`config.mk`:
```
export PLATFORM = sky130hd
export DESIGN_NAME = tf_key_ram
export DESIGN_NICKNAME = d
export VERILOG_FILES = /design/src/rtl/tf_pkg.sv /design/src/rtl/tf_key_ram.sv
export SDC_FILE = /design/constraint.sdc
export NUM_CORES = 1
export LEC_CHECK = 0
export BUFFER_PORTS_ARGS = -buffer_cell sky130_fd_sc_hd__buf_2
export CAP_MARGIN = 30
export CORE_UTILIZATION = 50
export CTS_BUF_LIST = sky130_fd_sc_hd__clkbuf_8
export DETAILED_ROUTE_END_ITERATION = 12
export HOLD_SLACK_MARGIN = 0.05
export MAX_ROUTING_LAYER = met4
export PLACE_DENSITY = 0.7
export SLEW_MARGIN = 20
export SYNTH_ARGS = -nofsm -noshare
export SYNTH_HDL_FRONTEND = slang
export SYNTH_SLANG_ARGS = --single-unit
```
`constraint.sdc`:
```
create_clock -name clk -period 11.8 [get_ports clk]
set_input_delay 0.59 -clock clk [delete_from_list [all_inputs] [get_ports clk]]
set_output_delay 0.59 -clock clk [all_outputs]
set_load 0.02 [all_outputs]
```
`src/rtl/tf_pkg.sv`:
```
// Twofish-256 package: shared types, constants and the pure functions
// (q permutations, h layers, MDS and RS mixing). No dependencies.
`default_nettype none
package tf_pkg;

  localparam int KeyRegs    = 4;
  localparam int CfgIdxW    = 3;
  localparam int PairAW     = 5;   // 20 subkey pairs
  localparam int SubkeyPairs = 20;
  localparam int SboxDepth  = 256;

  localparam logic [8:0] RsPoly  = 9'h14d;
  localparam logic [8:0] MdsPoly = 9'h169;

  // subkey pair addresses: pair p holds {K[2p+1], K[2p]}
  localparam logic [PairAW-1:0] PairInWhiteLo  = 5'd0;
  localparam logic [PairAW-1:0] PairInWhiteHi  = 5'd1;
  localparam logic [PairAW-1:0] PairOutWhiteLo = 5'd2;
  localparam logic [PairAW-1:0] PairOutWhiteHi = 5'd3;
  localparam logic [PairAW-1:0] PairRoundBase  = 5'd4;

  typedef enum logic [3:0] {
    ST_IDLE,
    ST_KEYS,
    ST_SWORD,
    ST_SBOX,
    ST_WIN_A,
    ST_WIN_B,
    ST_WIN_C,
    ST_RREAD,
    ST_RCALC,
    ST_WOUT_A,
    ST_WOUT_B,
    ST_WOUT_C
  } tf_state_t;

  // nibble tables, entry n at bits 4n+3:4n
  localparam logic [63:0] Q0T0 = 64'h4ACE_95B0_23F6_D718;
  localparam logic [63:0] Q0T1 = 64'hD907_6A4F_5321_8BCE;
  localparam logic [63:0] Q0T2 = 64'h1742_3F8C_09D6_E5AB;
  localparam logic [63:0] Q0T3 = 64'hAC58_03B9_E621_4F7D;
  localparam logic [63:0] Q1T0 = 64'h5CA0_4913_E67F_DB82;
  localparam logic [63:0] Q1T1 = 64'h809F_5AD6_73C4_B2E1;
  localparam logic [63:0] Q1T2 = 64'hF3B2_8DE0_A961_57C4;
  localparam logic [63:0] Q1T3 = 64'hA802_F746_ED3C_159B;

  // MDS rows, column j at bits 8j+7:8j
  localparam logic [31:0] MdsRow0 = 32'h5B5B_EF01;
  localparam logic [31:0] MdsRow1 = 32'h01EF_EF5B;
  localparam logic [31:0] MdsRow2 = 32'hEF01_5BEF;
  localparam logic [31:0] MdsRow3 = 32'h5BEF_01EF;

  localparam logic [63:0] RsRow0 = 64'h9EDB_585A_8755_A401;
  localparam logic [63:0] RsRow1 = 64'hE568_C61E_F382_56A4;
  localparam logic [63:0] RsRow2 = 64'h193D_AE47_C1FC_A102;
  localparam logic [63:0] RsRow3 = 64'h039E_DB58_5A87_55A4;

  function automatic logic [3:0] nib(input logic [63:0] tab, input logic [3:0] idx);
    return tab[{idx, 2'b00} +: 4];
  endfunction

  function automatic logic [7:0] qperm(input logic which, input logic [7:0] x);
    logic [3:0] a, b, a2, b2;
    a  = x[7:4];
    b  = x[3:0];
    a2 = a ^ b;
    b2 = a ^ {b[0], b[3:1]} ^ {a[0], 3'b000};
    a  = nib(which ? Q1T0 : Q0T0, a2);
    b  = nib(which ? Q1T1 : Q0T1, b2);
    a2 = a ^ b;
    b2 = a ^ {b[0], b[3:1]} ^ {a[0], 3'b000};
    a  = nib(which ? Q1T2 : Q0T2, a2);
    b  = nib(which ? Q1T3 : Q0T3, b2);
    return {b, a};
  endfunction

  function automatic logic [7:0] gf_mul(input logic [7:0] a, input logic [7:0] b,
                                        input logic [8:0] poly);
    logic [8:0] x;
    logic [7:0] y, r;
    x = {1'b0, a};
    y = b;
    r = '0;
    for (int i = 0; i < 8; i++) begin
      if (y[0]) r = r ^ x[7:0];
      y = y >> 1;
      x = x << 1;
      if (x[8]) x = x ^ poly;
    end
    return r;
  endfunction

  function automatic logic [31:0] mds_row(input logic [1:0] i);
    case (i)
      2'd0:    return MdsRow0;
      2'd1:    return MdsRow1;
      2'd2:    return MdsRow2;
      default: return MdsRow3;
    endcase
  endfunction

  function automatic logic [31:0] mds_mix(input logic [31:0] y);
    logic [31:0] z, row;
    logic [7:0]  acc;
    z = '0;
    for (int i = 0; i < 4; i++) begin
      row = mds_row(2'(i));
      acc = '0;
      for (int j = 0; j < 4; j++) acc = acc ^ gf_mul(row[8*j +: 8], y[8*j +: 8], MdsPoly);
      z[8*i +: 8] = acc;
    end
    return z;
  endfunction

  function automatic logic [63:0] rs_row(input logic [1:0] r);
    case (r)
      2'd0:    return RsRow0;
      2'd1:    return RsRow1;
      2'd2:    return RsRow2;
      default: return RsRow3;
    endcase
  endfunction

  function automatic logic [31:0] rs_word(input logic [63:0] k);
    logic [31:0] s;
    logic [63:0] row;
    logic [7:0]  acc;
    s = '0;
    for (int r = 0; r < 4; r++) begin
      row = rs_row(2'(r));
      acc = '0;
      for (int j = 0; j < 8; j++) acc = acc ^ gf_mul(row[8*j +: 8], k[8*j +: 8], RsPoly);
      s[8*r +: 8] = acc;
    end
    return s;
  endfunction

  // q layers of h, l0..l3 being list entries 0..3
  function automatic logic [31:0] h_layers(input logic [31:0] x, input logic [31:0] l0,
                                           input logic [31:0] l1, input logic [31:0] l2,
                                           input logic [31:0] l3);
    logic [7:0] y0, y1, y2, y3;
    y0 = qperm(1'b1, x[7:0])   ^ l3[7:0];
    y1 = qperm(1'b0, x[15:8])  ^ l3[15:8];
    y2 = qperm(1'b0, x[23:16]) ^ l3[23:16];
    y3 = qperm(1'b1, x[31:24]) ^ l3[31:24];
    y0 = qperm(1'b1, y0) ^ l2[7:0];
    y1 = qperm(1'b1, y1) ^ l2[15:8];
    y2 = qperm(1'b0, y2) ^ l2[23:16];
    y3 = qperm(1'b0, y3) ^ l2[31:24];
    y0 = qperm(1'b1, qperm(1'b0, qperm(1'b0, y0) ^ l1[7:0])   ^ l0[7:0]);
    y1 = qperm(1'b0, qperm(1'b0, qperm(1'b1, y1) ^ l1[15:8])  ^ l0[15:8]);
    y2 = qperm(1'b1, qperm(1'b1, qperm(1'b0, y2) ^ l1[23:16]) ^ l0[23:16]);
    y3 = qperm(1'b0, qperm(1'b1, qperm(1'b1, y3) ^ l1[31:24]) ^ l0[31:24]);
    return {y3, y2, y1, y0};
  endfunction

endpackage
`default_nettype wire

```
`src/rtl/tf_key_ram.sv`:
```
// Round subkey memory: 20 pairs of 32-bit subkeys, one write and one
// registered read port. Depends on tf_pkg.
`default_nettype none
module tf_key_ram
  import tf_pkg::*;
(
  input  wire logic              clk,
  input  wire logic              we,
  input  wire logic [PairAW-1:0] waddr,
  input  wire logic [63:0]       wdata,
  input  wire logic [PairAW-1:0] raddr,
  output logic      [63:0]       rdata
);

  logic [63:0] mem [SubkeyPairs];
  logic [63:0] rdata_r;

  always_ff @(posedge clk) begin
    if (we) mem[waddr] <= wdata;
    rdata_r <= mem[raddr];
  end

  assign rdata = rdata_r;

endmodule
`default_nettype wire

```
==> flow_results.org <==
** Outcome
- Run status :: finished, final reports clean

** Critical path
- The largest single stage delay on the critical path is 0.70 ns.
- Cells along the critical path :: buf_4, buf_4, buf_4, and2_4, buf_4, a22oi_1, nand3_1, nand3_1
- By startpoint and endpoint, the worst setup path is classified as input port to register.
- Cell at the slowest stage of the critical path :: buf_4
- STA classifies the critical path startpoint as an input port.
- Data on the critical path is required at its endpoint by 12.52 ns.
- At the worst endpoint, the arrival time is 3.98 ns.
- The worst setup path is captured at a register.
- Most frequent cell on the critical path :: buf_4
- Largest fanout of any net on the critical path :: 38
- Number of buffer and inverter stages on the critical path :: 4
- Broken down by cell family, the worst path's largest delay share belongs to buffers and inverters.

** Synthesis
- By area the synthesized netlist is led by edfxtp_1 (76%), mux2i_1 (9.1%), mux4_2 (2.9%), dfxtp_1 (2.5%), mux2_2 (1.2%).
- Synthesis inferred 1344 register bits.
- Most used flip-flop cell after synthesis :: edfxtp_1
- Portion of synthesized cell area occupied by the leading cell type :: 0.7621
- The synthesized netlist occupies a cell area of 50440 um2.
- Library cells used by synthesis :: 32
- Cell taking the most area after synthesis :: edfxtp_1
- In the synthesized netlist the async set-or-reset flop fraction comes to 0.
- Synth Area in Simple Gates :: 0.03161
- Of the synthesized area, sequential elements account for 0.7875.
- Number of warnings printed during yosys synthesis :: 0
- Fraction of the mapped netlist area in compound gates :: 0.03409
- Main combinational cell family by area after synthesis :: multiplexers
- Net count after synthesis :: 2758
- Measured against the total synthesized area, the mux share comes to 0.1315.
- Of the total synthesized cell area, the portion taken by full adders, half adders and majority gates is 0.
- edfxtp_1 is the most common cell in the netlist.
- Counting every instance in the synthesized netlist gives approximately 2700.
- Commonest cells in the synthesized netlist :: edfxtp_1 (1280), mux2i_1 (458), nand2_1 (130)
- After synthesis, the mean cell area works out to 18.81 um2.
- Xor-xnor portion of the synthesized cell area :: 0
- Post-synth EDFFs :: ~1300

** Die
- Placeable core region :: between 100000 and 150000 um2
- Num rows :: 116
- For this configuration, the core starts out at a cell density of 0.5044.
- Die Height :: 319.6 um
- From left edge to right edge, the die measures 319.6 um.
- The die covers 102100 um2.
- During I/O placement, the number of pins put on the boundary was between 100 and 150.

** STA
- In the finished design, the share of the clock period the worst path needs comes to 0.2757.
- Setup Total Neg Slack :: 0 ns
- Slew Limit Headroom :: 0.2503
- Slew at the pin closest to its max-slew limit :: 1.125 ns
- Total setup violations reported at the end of the flow :: 0
- For the final database, setup skew stands at 0.03939 ns.
- Number of pins exceeding their max-slew limit in the final report :: 0
- Unrepaired setup endpoints after global routing :: false
- Timing would allow up to roughly 0.3 GHz.
- Hold violation count in the final report :: 0
- Final min period :: 3.254 ns

** Clock network
- Clock latency of the later-clocked register in the worst-skew pair :: 0.87 ns
- Number of gates resized after CTS :: 0
- Number of clock sinks :: between 1000 and 1500
- CTS built an H-tree with a depth of 4.
- The tree is rooted in a clkbuf_8.
- TritonCTS built the clock tree.
- Number of buffers between clock root and the deepest sink :: 3
- Clock buffers created by TritonCTS :: 198
- Number of post-CTS setup repair buffers :: 0
- CTS clk-pin slew, worst paths :: ~0.07 ns

** Route
- Average vias per placed instance :: around 5.9
- After the first detailed-routing iteration, the DRC count stood at 2837.
- Summing over every cut layer, the via total after detailed routing is 26073.
- In the final routed layout, each cell accounts on average for 26.28 um.
- Final routed wirelength across all metal layers :: 116600 um
- Residual DRC :: 0
- In this run the remaining antenna-violating nets after routing total 0.
- Number of detailed-routing iterations run before antenna repair :: 5

** Place
- Post-DP HPWL :: between 50000 and 60000 um
- RePlAce Congestion :: just under 0.8
- In this run the cell area measured after placement is 52800 um2.
- Number of I/O port buffers :: approximately 140

** Global routing
- The first global-routing pass estimated 170300 um of wire.
- Entering global routing, the biggest net connects 144 pins.
- Global-route usage over all layers :: 0.2363
- The number of global-route vias before repair is 26291.
- Number of antenna violations at the first check in global routing :: 13
- Leftover overflow at the end of global routing :: 0

** Finish
- Final instance area :: 57050 um2
- Post-route core utilization :: 0.5705
- Final layout net count :: 3033
- Of the cells placed in the final design, the portion with a size suffix greater than 1 is 0.2042.
- From synthesis to final layout, the design area changed by 13.12%.

** Power
- IR analysis of the VDD net gives a maximum drop of between 0.08 and 0.09 mV.
- Leakage :: 19.80 nW
- Dividing total power by cell area gives a power density of around 170 nW/um2.

** Hold path
- In this run the worst hold path is classified as input port to register.

** Flow run
- Max-cap violations in this run came to 0.
cell usage in the layout, fill, tap and decap left out, drive strengths merged, types with 2 or more instances in the layout:
cell type	n
or3b	3
nor2b	3
nand3b	4
mux2	54
diode	10
clkbuf	221
a211oi	54
clkinvlp	2
mux4	64
inv	67
mux2i	458
buf	200
a22oi	64
nor2	85
dlygate4sd3	18
clkinv	73
nand2	130
nand3	119
dfxtp	64
edfxtp	1280
o22ai	64
a21oi	64
a2111oi	10
nor3	11
bufinv	9
power breakdown:
part	total (mW)	internal [mW]	switching, mW	leakage (nW)
combinational	0.469	0.160	0.309	5.42
sequential	5.33	5.30	0.0323	12.1
clock	3.70	1.94	1.76	2.31
per-layer routing:
| layer | track usage | part of all wire | vias up |
|---|---|---|---|
| met5 | - | 0 | - |
| met4 | 0.07415 | 0.024 | 0 |
| met3 | 0.04724 | 0.088 | 195 |
| met2 | 0.3660 | 0.48 | 1181 |
| met1 | 0.3172 | 0.41 | 13399 |
| li1 | - | - | 11298 |
flip-flops by register name (all words and copies together) (netlist names):
name / flops
mem: 1280
rdata: 64
kinds of logic (layout without fill, tap and decap cells):
kind of cell | after synthesis | in the layout
flops | 1344 | 1344
buf+inv | 143 | 590
mux | 576 | 576
simple gates | 363 | 363
compound gates | 256 | 256
other cells | 0 | 10
per-stage QoR:
stage	cells	setup slack, ns	total power [mW]	hold WS, ns
after global routing	4434	8.504	9.807	0.09033
final	4437	8.546	9.503	0.1231
after floorplan	2682	7.494	5.699	0.5371
after global placement	4031	7.756	5.880	0.5656
after detailed placement	4036	7.738	5.897	0.5746
after CTS	4426	8.663	9.565	0.05360
repair_timing:
| action | 4_1_cts | 5_1_grt |
|---|---|---|
| endpoints found under the setup margin | 0 | 0 |
| hold endpoints to repair | 240 | 0 |
| hold buffers | 18 | 0 |
layout make-up:
type	count	area, um2
Antenna cell	10	25.02
Timing Repair Buffer	218	1491
Sequential cell	1344	39720
Multi-Input combinational cell	1195	10170
Clock inverter	151	982.2
Fill cell	7302	42950
Tap cell	1298	1624
Clock buffer	221	3042
worst paths after layout:
path	slack, ns	from	endpoint	cells past startpoint
worst max-delay path	8.55	raddr[1]	rdata[34]	8
worst max register to register	10.07	mem[7][52]	rdata[52]	3
worst min register to register	0.58	mem[2][28]	rdata[28]	4
worst min-delay path	0.12	wdata[59]	mem[13][59]	1
Power figures use the tool's default switching activity.
